==> src/cau_pkg.sv <==
// Shared constants, types and helper functions of the complex arithmetic unit.
`default_nettype none
package cau_pkg;

	localparam int FRAC_BITS = 16;
	localparam int N_ITER    = 32;
	localparam int MW        = 64 + FRAC_BITS;
	localparam int ADDR_W    = 3;
	localparam logic REG_DIV_EPSILON = 1'b0;
	localparam logic [31:0] EPS_RESET = 32'd1;

	typedef enum logic [2:0] {
		OP_ADD  = 3'd0,
		OP_SUB  = 3'd1,
		OP_MUL  = 3'd2,
		OP_CONJ = 3'd3,
		OP_DIV  = 3'd4,
		OP_MAG  = 3'd5
	} op_t;

	typedef enum logic [1:0] {
		ST_OK  = 2'd0,
		ST_DZ  = 2'd1,
		ST_SAT = 2'd2
	} status_t;

	typedef struct packed {
		logic [31:0] val;
		logic        sat;
	} sat_t;

	typedef struct packed {
		logic        is_div;
		logic        is_mag;
		logic        dz;
		logic [31:0] pre_re;
		logic [31:0] pre_im;
		logic [1:0]  pre_st;
		logic [63:0] den;
		logic [63:0] rem_re;
		logic [63:0] rem_im;
		logic [31:0] low_re;
		logic [31:0] low_im;
		logic [31:0] q_re;
		logic [31:0] q_im;
		logic        neg_re;
		logic        neg_im;
		logic        ovf_re;
		logic        ovf_im;
		logic [33:0] srem;
		logic [63:0] slow;
		logic [31:0] root;
	} iter_t;

	function automatic sat_t sat32(input logic signed [65:0] v);
		sat_t r;
		r.sat = 1'b0;
		r.val = v[31:0];
		if (!((&v[65:31]) || !(|v[65:31]))) begin
			r.sat = 1'b1;
			r.val = v[65] ? 32'h8000_0000 : 32'h7FFF_FFFF;
		end
		return r;
	endfunction

	function automatic logic signed [65:0] sext32(input logic [31:0] x);
		return {{34{x[31]}}, x};
	endfunction

endpackage
`default_nettype wire

==> src/cau_iter.sv <==
// One pipelined step of the restoring divider and square root.
`default_nettype none
module cau_iter (
	input  wire logic           clk,
	input  wire logic           arst_n,
	input  wire logic           en,
	input  wire logic           in_v,
	input  wire cau_pkg::iter_t in_d,
	output logic                out_v,
	output cau_pkg::iter_t      out_d
);

	cau_pkg::iter_t nx;
	logic [64:0] r2_re;
	logic [64:0] r2_im;
	logic [33:0] trial;
	logic [35:0] sr2;
	logic        v_s1;
	cau_pkg::iter_t data_s1;

	always_comb begin
		nx = in_d;
		r2_re = {in_d.rem_re, in_d.low_re[31]};
		r2_im = {in_d.rem_im, in_d.low_im[31]};
		if (r2_re >= {1'b0, in_d.den}) begin
			nx.rem_re = 64'(r2_re - {1'b0, in_d.den});
			nx.q_re = {in_d.q_re[30:0], 1'b1};
		end else begin
			nx.rem_re = r2_re[63:0];
			nx.q_re = {in_d.q_re[30:0], 1'b0};
		end
		if (r2_im >= {1'b0, in_d.den}) begin
			nx.rem_im = 64'(r2_im - {1'b0, in_d.den});
			nx.q_im = {in_d.q_im[30:0], 1'b1};
		end else begin
			nx.rem_im = r2_im[63:0];
			nx.q_im = {in_d.q_im[30:0], 1'b0};
		end
		nx.low_re = {in_d.low_re[30:0], 1'b0};
		nx.low_im = {in_d.low_im[30:0], 1'b0};
		trial = {in_d.root, 2'b01};
		sr2 = {in_d.srem, in_d.slow[63:62]};
		if (sr2 >= {2'b00, trial}) begin
			nx.srem = 34'(sr2 - {2'b00, trial});
			nx.root = {in_d.root[30:0], 1'b1};
		end else begin
			nx.srem = sr2[33:0];
			nx.root = {in_d.root[30:0], 1'b0};
		end
		nx.slow = {in_d.slow[61:0], 2'b00};
	end

	always_ff @(posedge clk or negedge arst_n) begin
		if (!arst_n) begin
			v_s1 <= 1'b0;
		end else if (en) begin
			v_s1 <= in_v;
		end
	end

	always_ff @(posedge clk) begin
		if (en) begin
			data_s1 <= nx;
		end
	end

	assign out_v = v_s1;
	assign out_d = data_s1;

endmodule
`default_nettype wire

==> config.mk <==
export PLATFORM = sky130hd
export DESIGN_NAME = cau_iter
export DESIGN_NICKNAME = d
export VERILOG_FILES = /design/src/cau_pkg.sv /design/src/cau_iter.sv
export SDC_FILE = /design/constraint.sdc
export NUM_CORES = 1
export LEC_CHECK = 0
export ABC_CLOCK_PERIOD_IN_PS = 1940
export BUFFER_PORTS_ARGS = -buffer_cell sky130_fd_sc_hd__buf_2
export CAP_MARGIN = 40
export CORE_AREA = 2 2 414 416
export CTS_CLUSTER_SIZE = 25
export DETAILED_ROUTE_END_ITERATION = 6
export DIE_AREA = 0 0 416 418
export PLACE_DENSITY = 0.45
export REMOVE_ABC_BUFFERS = 1
export SLEW_MARGIN = 10
export SYNTH_ARGS = -nofsm -noshare
export SYNTH_HDL_FRONTEND = slang
export SYNTH_SLANG_ARGS = --single-unit
==> constraint.sdc <==
create_clock -name clk -period 1.94 [get_ports clk]
set_clock_uncertainty 0.1 [all_clocks]
set_input_delay 0.097 -clock clk [delete_from_list [all_inputs] [get_ports clk]]
set_output_delay 0.097 -clock clk [all_outputs]
set_load 0.02 [all_outputs]
# Word level (Yosys, flattened, before mapping)

Index checks and enable logic that the tools add are counted.
Widths: inputs -> output; s select.

Register bits: 520
Latch bits: 0
Memory bits (writable): 0
ROM bits: 0
Input bits: 527
Output and inout bits: 524
Memories kept: 0

Add/subtract/negate cells: 3
Multiply operators: 0
Divide/modulo/power cells: 0
$lt $le $gt $ge: 3
Equal/unequal tests: 0
Shifts and indexed selects: 0
Multiplexer cells: 6
Bitwise operators: 0
Reduce and logical (&&, ||, !) cells: 0

Operators with widths:

| operator       | count |
|---|---|
| $ge 65x64->1   | 2 |
| $mux 64        | 2 |
| $sub 64x64->64 | 2 |
| $ge 36x34->1   | 1 |
| $mux 34        | 1 |
| $sub 34x34->34 | 1 |
| $mux 1         | 3 |

# Longest topological paths before layout

Gate-level depths: netlist of the first run.

Depth after elaboration: 2
Depth in mapped cells: 16
Gate-level depth less buffers: 13

# Least setup slack after synthesis of the first run

OpenSTA, ideal clock, no wires.

Kind: input to register
Start: input port in_d[392] (netlist name)
End: register data_s1 (netlist bit out_d[329]) (data pin)
Library setup time: 0.260 ns
Data arrival time: 2.941 ns
Data required time: 1.580 ns
Path slack: -1.362 ns
Stages: 15
Buffers on the path: 2
Cells stage by stage: inv_1 -> ha_1 -> a21oi_1 -> a211oi_2 -> o21a_2 -> o211ai_2 -> a31o_1 -> or3_4 -> a21boi_2 -> and4bb_4 -> or2_1 -> buf_6 -> inv_12 -> buf_12 -> mux2_4

RTL lines:

| what                   | line           | source |
|---|---|---|
| start: declaration     | cau_iter.sv:8  | `input wire cau_pkg::iter_t in_d,` |
| end signal: assignment | cau_iter.sv:63 | `data_s1 <= nx;` |
| end: declaration       | cau_iter.sv:19 | `cau_pkg::iter_t data_s1;` |

==> results of run 1 <==
-- what timing repair did --
action / 4_1_cts / 5_1_grt
pin swaps: 49 / 42
hold buffers: 773 / 21
setup endpoints to repair: 165 / 165
gates resized for setup: 228 / 102
hold endpoints to repair: 761 / 26
buffers inserted: 34 / 29
gates cloned: 6 / 5
-- metal layers --
layer / up-vias / GRT usage, % / routed length, µm / part of all wire [%]
met5: - / 0 / 192 / 0.12
met4: 30 / 10.6 / 11200 / 6.8
met3: 334 / 3.90 / 8280 / 5.1
met2: 938 / 34.1 / 86700 / 53
met1: 14255 / 18.1 / 57400 / 35
li1: 13813 / - / - / -
-- sequential cells by signal (all words and copies together) (netlist names) --
name	flops
out_d	519
out_v	1
-- cells in the mapped netlist (all sizes together), types with 31 or more instances --
| cell type | n | area [µm²] |
|---|---|---|
| o21ai | 111 | 556 |
| o21bai | 34 | 255 |
| mux2 | 131 | 1650 |
| a21o | 109 | 818 |
| xor2 | 48 | 420 |
| clkbuf | 66 | 248 |
| nor2 | 126 | 473 |
| ha | 162 | 2030 |
| nor3 | 31 | 160 |
| inv | 158 | 606 |
| edfxtp | 519 | 15600 |
| a21oi | 171 | 856 |
| nand2 | 139 | 522 |
| nand3 | 42 | 210 |
| xnor2 | 89 | 780 |
| nand4 | 40 | 250 |
-- final timing paths --
path	startpoint	to	slack, ns
max	in_d[392]	out_d[349]	-1.04
min	in_d[96]	out_d[98]	-0.37
max reg2reg	out_v	out_v	0.53
min reg2reg	out_v	out_v	0.97
max in group asynchronous	arst_n	out_v	1.47
min in group asynchronous	arst_n	out_v	0.17
-- cell type report --
cell class	count	area, µm²	area share, %
repair buffers	2660	19900	37.3
flip-flops and latches	520	15600	29.2
multi-input cells	1494	12300	23.0
well taps	2218	2780	5.19
clock buffers	80	1760	3.28
inverters	158	621	1.16
clock inverters	41	430	0.805
diodes	21	52.6	0.0983
-- through the flow --
stage	TNS, ns	area (µm²)
global route	-148.64	53500
CTS	-142.33	52500
detailed placement	-295.02	41200
global placement	-324.47	41200
floorplan	-396.00	27300
finish	-140.47	53500
-- report_power, final --
group	switching, W	leakage [nW]	internal, W
Clock	0.00554	1.03	0.00721
Combinational	0.00710	17.8	0.00645
Sequential	0.000500	5.09	0.0139
Total	0.0131	23.9	0.0275
-- worst reg2reg max path, cell delays in order, from the launching register on --
cell,delay (ns)
dfrtp_1,0.38
mux2_2,0.26
dlygate4sd3_1,0.56
-- cell families (layout without fill, tap and decap cells) --
| family | count (synthesis) | count (layout) |
|---|---|---|
| and+or+nand+nor | 472 | 472 |
| xor gates and xnor gates | 137 | 137 |
| buffers and inverters | 245 | 2939 |
| DFF | 520 | 520 |
| muxes | 138 | 138 |
| adders and majority gates | 164 | 164 |
| other | 1 | 25 |
| AOI/OAI and AO/OA | 579 | 579 |
==> run metrics, run 1 <==
status finished with violations; failing checks negative hold slack, negative setup slack; Seq cells post-synth 520; Worst path max stage delay 0.35 ns; Tcrit/Tclk final 154%; fin worst setup slack -1.04 ns; nets 5592; Wirelength per Cell 22.8 µm; GR Overflow Total 0; Setup crit start kind input pin; post-route ant nets 0; Main synth FF type edfxtp_1; port buffer count 1044; Post-synth EDFFs 519; row count 151; CP required 2.28 ns; Finished Core Util 31.6%; Worst Hold Depth 2; VDD IR max 0.613 mV; Post-synth ARST share 0.192%; CP arrival 3.31 ns; clock-pin slew on the worst setup and hold paths 0.05 ns; die height 418 µm; layout cells sized above 1 46.6%; post-synthesis adder-cell area fraction 7.46%; Worst-Skew Late Latency 0.68 ns; non-filler instance count after layout 7192; Worst Reg-to-Reg Cells 2; RSZ-0062 raised after global routing true; XOR/XNOR Fraction of Synth Area 4.33%; Synth Area in Simple Gates 8.17%; largest family of logic cells by synthesized area compound AO/OA/AOI/OAI gates; worst slack, placed -1.97 ns; maximum root-to-sink buffer count 3; TritonRoute pass-1 iters 5; Setup violations, final 165; critical path depth 16; Hold/Removal Path Class in -> reg; buffers plus inverters on the worst setup path 5; routed vias 29370; Final Power 0.0407 W; Crit Path Class in -> reg; Mapped Cells 2256; most common cell after layout, fill and taps aside buf_2; peak fanout along the critical path 5; largest net degree at the start of global routing 53; Die X 416 µm; most frequent cells in the layout buf_2 (1038), dlygate4sd3_1 (792), buf_4 (772), edfxtp_1 (519), a21oi_1 (140); Slowest-stage cell, CP or3_4; synthesized cell area 27700 µm²; relative slew slack 58.2%; number of distinct library cells after synthesis 91; Initial Utilization 16.4%; CTS tree built; vias in the first global route 30526; Hold Slack -0.366 ns; cell family with most CP delay compound AO/OA/AOI/OAI gates; Fillers 17290; 1st-iter DRT viols 1550; Final Wtd Congestion 0.902; I/O pins 1051; Total Routing Usage GR 18.1%; P_leak 23.9 nW; die area 174000 µm²; first-pass GRT wire length 224 mm; initial antenna violation count 69; share of the yosys chip area belonging to registers 56.3%; CTS Buf Count 67; Compound-Gate Fraction of Synth Area 13.6%; DRC viols 0; dpl hpwl 131 mm; Final min period 2.98 ns; Worst Max-Slew Pin Slew 0.620 ns; endpoint class of the critical path register; mux cell area share after synthesis 6.21%; core area 169000 µm²; syn avg cell area 12.3 µm²; endpoints failing hold 8; WL final 164 mm; Pwr per Cell Area 760 nW/µm²; area grow syn2layout 93.0%; clock tree sinks 520; Max Freq 0.336 GHz; clk root buf clkbuf_16; H-tree depth 3; Syn. warnings 0; max cap viols 0; Final Slew Violations 0; post-DR vias/cell 4.08; Post-Place Cells 6194; CP cell instances buf_8 -> clkinvlp_4 -> ha_4 -> nand3b_1 -> a211oi_2 -> o21a_2 -> o211ai_4 -> a31o_4 -> or3_4 -> a21boi_2 -> and4bb_4 -> or2_4 -> inv_12 -> buf_12 -> clkbuf_16 -> mux2_4
No activity file was read; power rests on OpenSTA's default activity.
==> run 2, diff against run 1 <==
Settings changed: ABC_CLOCK_PERIOD_IN_PS 1940 to 2400, GPL_TIMING_DRIVEN set to 0, PLACE_DENSITY 0.45 to 0.46.
Clock period 1.94 ns to 2.4 ns, I/O delays scaled along.
==> run 2 against run 1 <==
  * The flow still finishes with violations (negative hold slack, negative setup slack)
  * Cell area down 11%
  * Sequential share of layout area up 3.5 points
  * Setup slack better by 0.22 ns
  * Global-route usage shrank 1.2 points
  * Clock power decreased by 14%
  * Utilization down 3.4 points
  * Sequential cell count unchanged
  * Routed wire length down 4.9%
==> run metrics, run 2 (synthesis gave the netlist of run 1 again) <==
Fillers 17644; I/O pins 1051; clock tree sinks 520; Max Freq 0.311 GHz; CP required 2.70 ns; DRC viols 0; 1st-iter DRT viols 1630; row count 151; peak fanout along the critical path 7; Final min period 3.22 ns; Wirelength per Cell 24.5 µm; Hold/Removal Path Class in -> reg; H-tree depth 3; CTS tree built; largest net degree at the start of global routing 111; CP cell instances buf_8 -> clkinvlp_4 -> ha_4 -> nand3b_1 -> a211oi_2 -> o21a_2 -> o211ai_4 -> a31o_4 -> or3_4 -> a21boi_4 -> and4bb_4 -> or2_4 -> buf_16 -> buf_12 -> clkinv_16 -> mux2_4; layout cells sized above 1 39.8%; post-route cell area 47700 µm²; Slowest-stage cell, CP or3_4; WL final 156 mm; CTS Buf Count 72; max cap viols 0; clock-pin slew on the worst setup and hold paths 0.06 ns; failing checks negative hold slack, negative setup slack; fin worst setup slack -0.816 ns; Worst path max stage delay 0.40 ns; initial antenna violation count 48; Final Wtd Congestion 0.883; Finished Core Util 28.2%; first-pass GRT wire length 205 mm; clk root buf clkbuf_16; die height 418 µm; core area 169000 µm²; Pwr per Cell Area 679 nW/µm²; endpoint class of the critical path register; P_leak 20.4 nW; Crit Path Class in -> reg; status finished with violations; routed vias 26545; maximum root-to-sink buffer count 3; most frequent cells in the layout buf_2 (1036), dlygate4sd3_1 (647), edfxtp_1 (519), inv_1 (146), a21oi_1 (143); relative slew slack 51.5%; GR Overflow Total 0; Tcrit/Tclk final 134%; max FFs per register 519; Final Slew Violations 0; Die X 416 µm; Initial Utilization 16.4%; non-filler instance count after layout 6355; Total Routing Usage GR 16.9%; port buffer count 1044; TritonRoute pass-1 iters 5; VDD IR max 0.458 mV; nets 4756; Worst-Skew Late Latency 0.68 ns; dpl hpwl 118 mm; Placed Area 35600 µm²; Worst Max-Slew Pin Slew 0.719 ns; RSZ-0062 raised after global routing true; post-route ant nets 0; post-DR vias/cell 4.18; Setup crit start kind input pin; CP arrival 3.52 ns; die area 174000 µm²; vias in the first global route 26204; Hold Slack -0.442 ns; setup TNS -108.24 ns; Setup violations, final 164; Post-Place Cells 5454; area grow syn2layout 72.2%; most common cell after layout, fill and taps aside buf_2; endpoints failing hold 16
[run 2: cell count changes in the layout (fill, tap and decap cells not counted), moves of 6 or more]
cell | previous run | this run
mux2_4 | 71 | 119
dlygate4sd3_1 | 792 | 647
buf_16 | 5 | 11
inv_1 | 133 | 146
inv_2 | 19 | 6
ha_1 | 125 | 110
clkinvlp_4 | 11 | 5
buf_4 | 772 | 55
mux2_2 | 60 | 11
ha_2 | 8 | 21
buf_6 | 19 | 29
[run 2: what timing repair did]
item | 4_1_cts | 5_1_grt
setup buffers | 24 | 70
endpoints found under the setup margin | 165 | 165
hold buffers | 620 | 29
cloned | 8 | 8
pin swaps | 26 | 54
endpoints found under the hold margin | 565 | 44
gates resized for setup | 135 | 346
[run 2: area by class of cell]
type	instances	area, µm²	share of cell area (%)
sequential	520	15600	32.7
clock buffer	79	1830	3.83
timing repair inverter	7	190	0.398
antenna	19	47.5	0.0996
timing repair buffer	1812	13300	28.0
clock inverter	48	519	1.09
tap	2218	2780	5.81
multi-input combinational	1494	12800	26.8
inverter	158	636	1.33
[run 2: per-stage QoR]
step,power [W],setup WS [ns]
floorplan,0.0159,-3.70
global placement,0.0194,-8.59
detailed placement,0.0192,-3.02
CTS,0.0318,-0.855
global route,0.0337,-0.860
finish,0.0324,-0.816
[run 2: per-layer routing]
layer / up-vias / part of all wire (%) / GRT usage [%]
li1: 12119 / - / -
met4: 16 / 8.0 / 12.0
met1: 13036 / 35 / 17.1
met5: - / 0.054 / 0
met2: 1040 / 52 / 30.9
met3: 334 / 5.2 / 3.42
[run 2: where the power goes]
| group | internal (W) | total (W) | switching (W) | leakage [nW] |
|---|---|---|---|---|
| clock network | 0.00641 | 0.0110 | 0.00454 | 1.15 |
| logic | 0.00427 | 0.00995 | 0.00568 | 14.2 |
| registers | 0.0112 | 0.0115 | 0.000296 | 5.09 |
| total | 0.0219 | 0.0324 | 0.0105 | 20.4 |
[run 2: critical path: cells and delay by family]
kind	cells	cell delay [ns]
adders and majority gates	1	0.32
buffers and inverters	5	0.63
muxes	1	0.31
AOI/OAI and AO/OA	5	1.09
and+or+nand+nor	4	1.02
[run 2: final timing paths]
check	start	endpoint	slack (ns)	cells past startpoint
setup / recovery	in_d[392]	out_d[338]	-0.82	16
hold / removal	in_d[0]	out_d[1]	-0.44	1
setup reg to reg	out_v	out_v	1.53	1
hold reg to reg	out_v	out_v	0.45	1
max in group asynchronous	arst_n	out_v	1.93	3
min in group asynchronous	arst_n	out_v	0.17	3
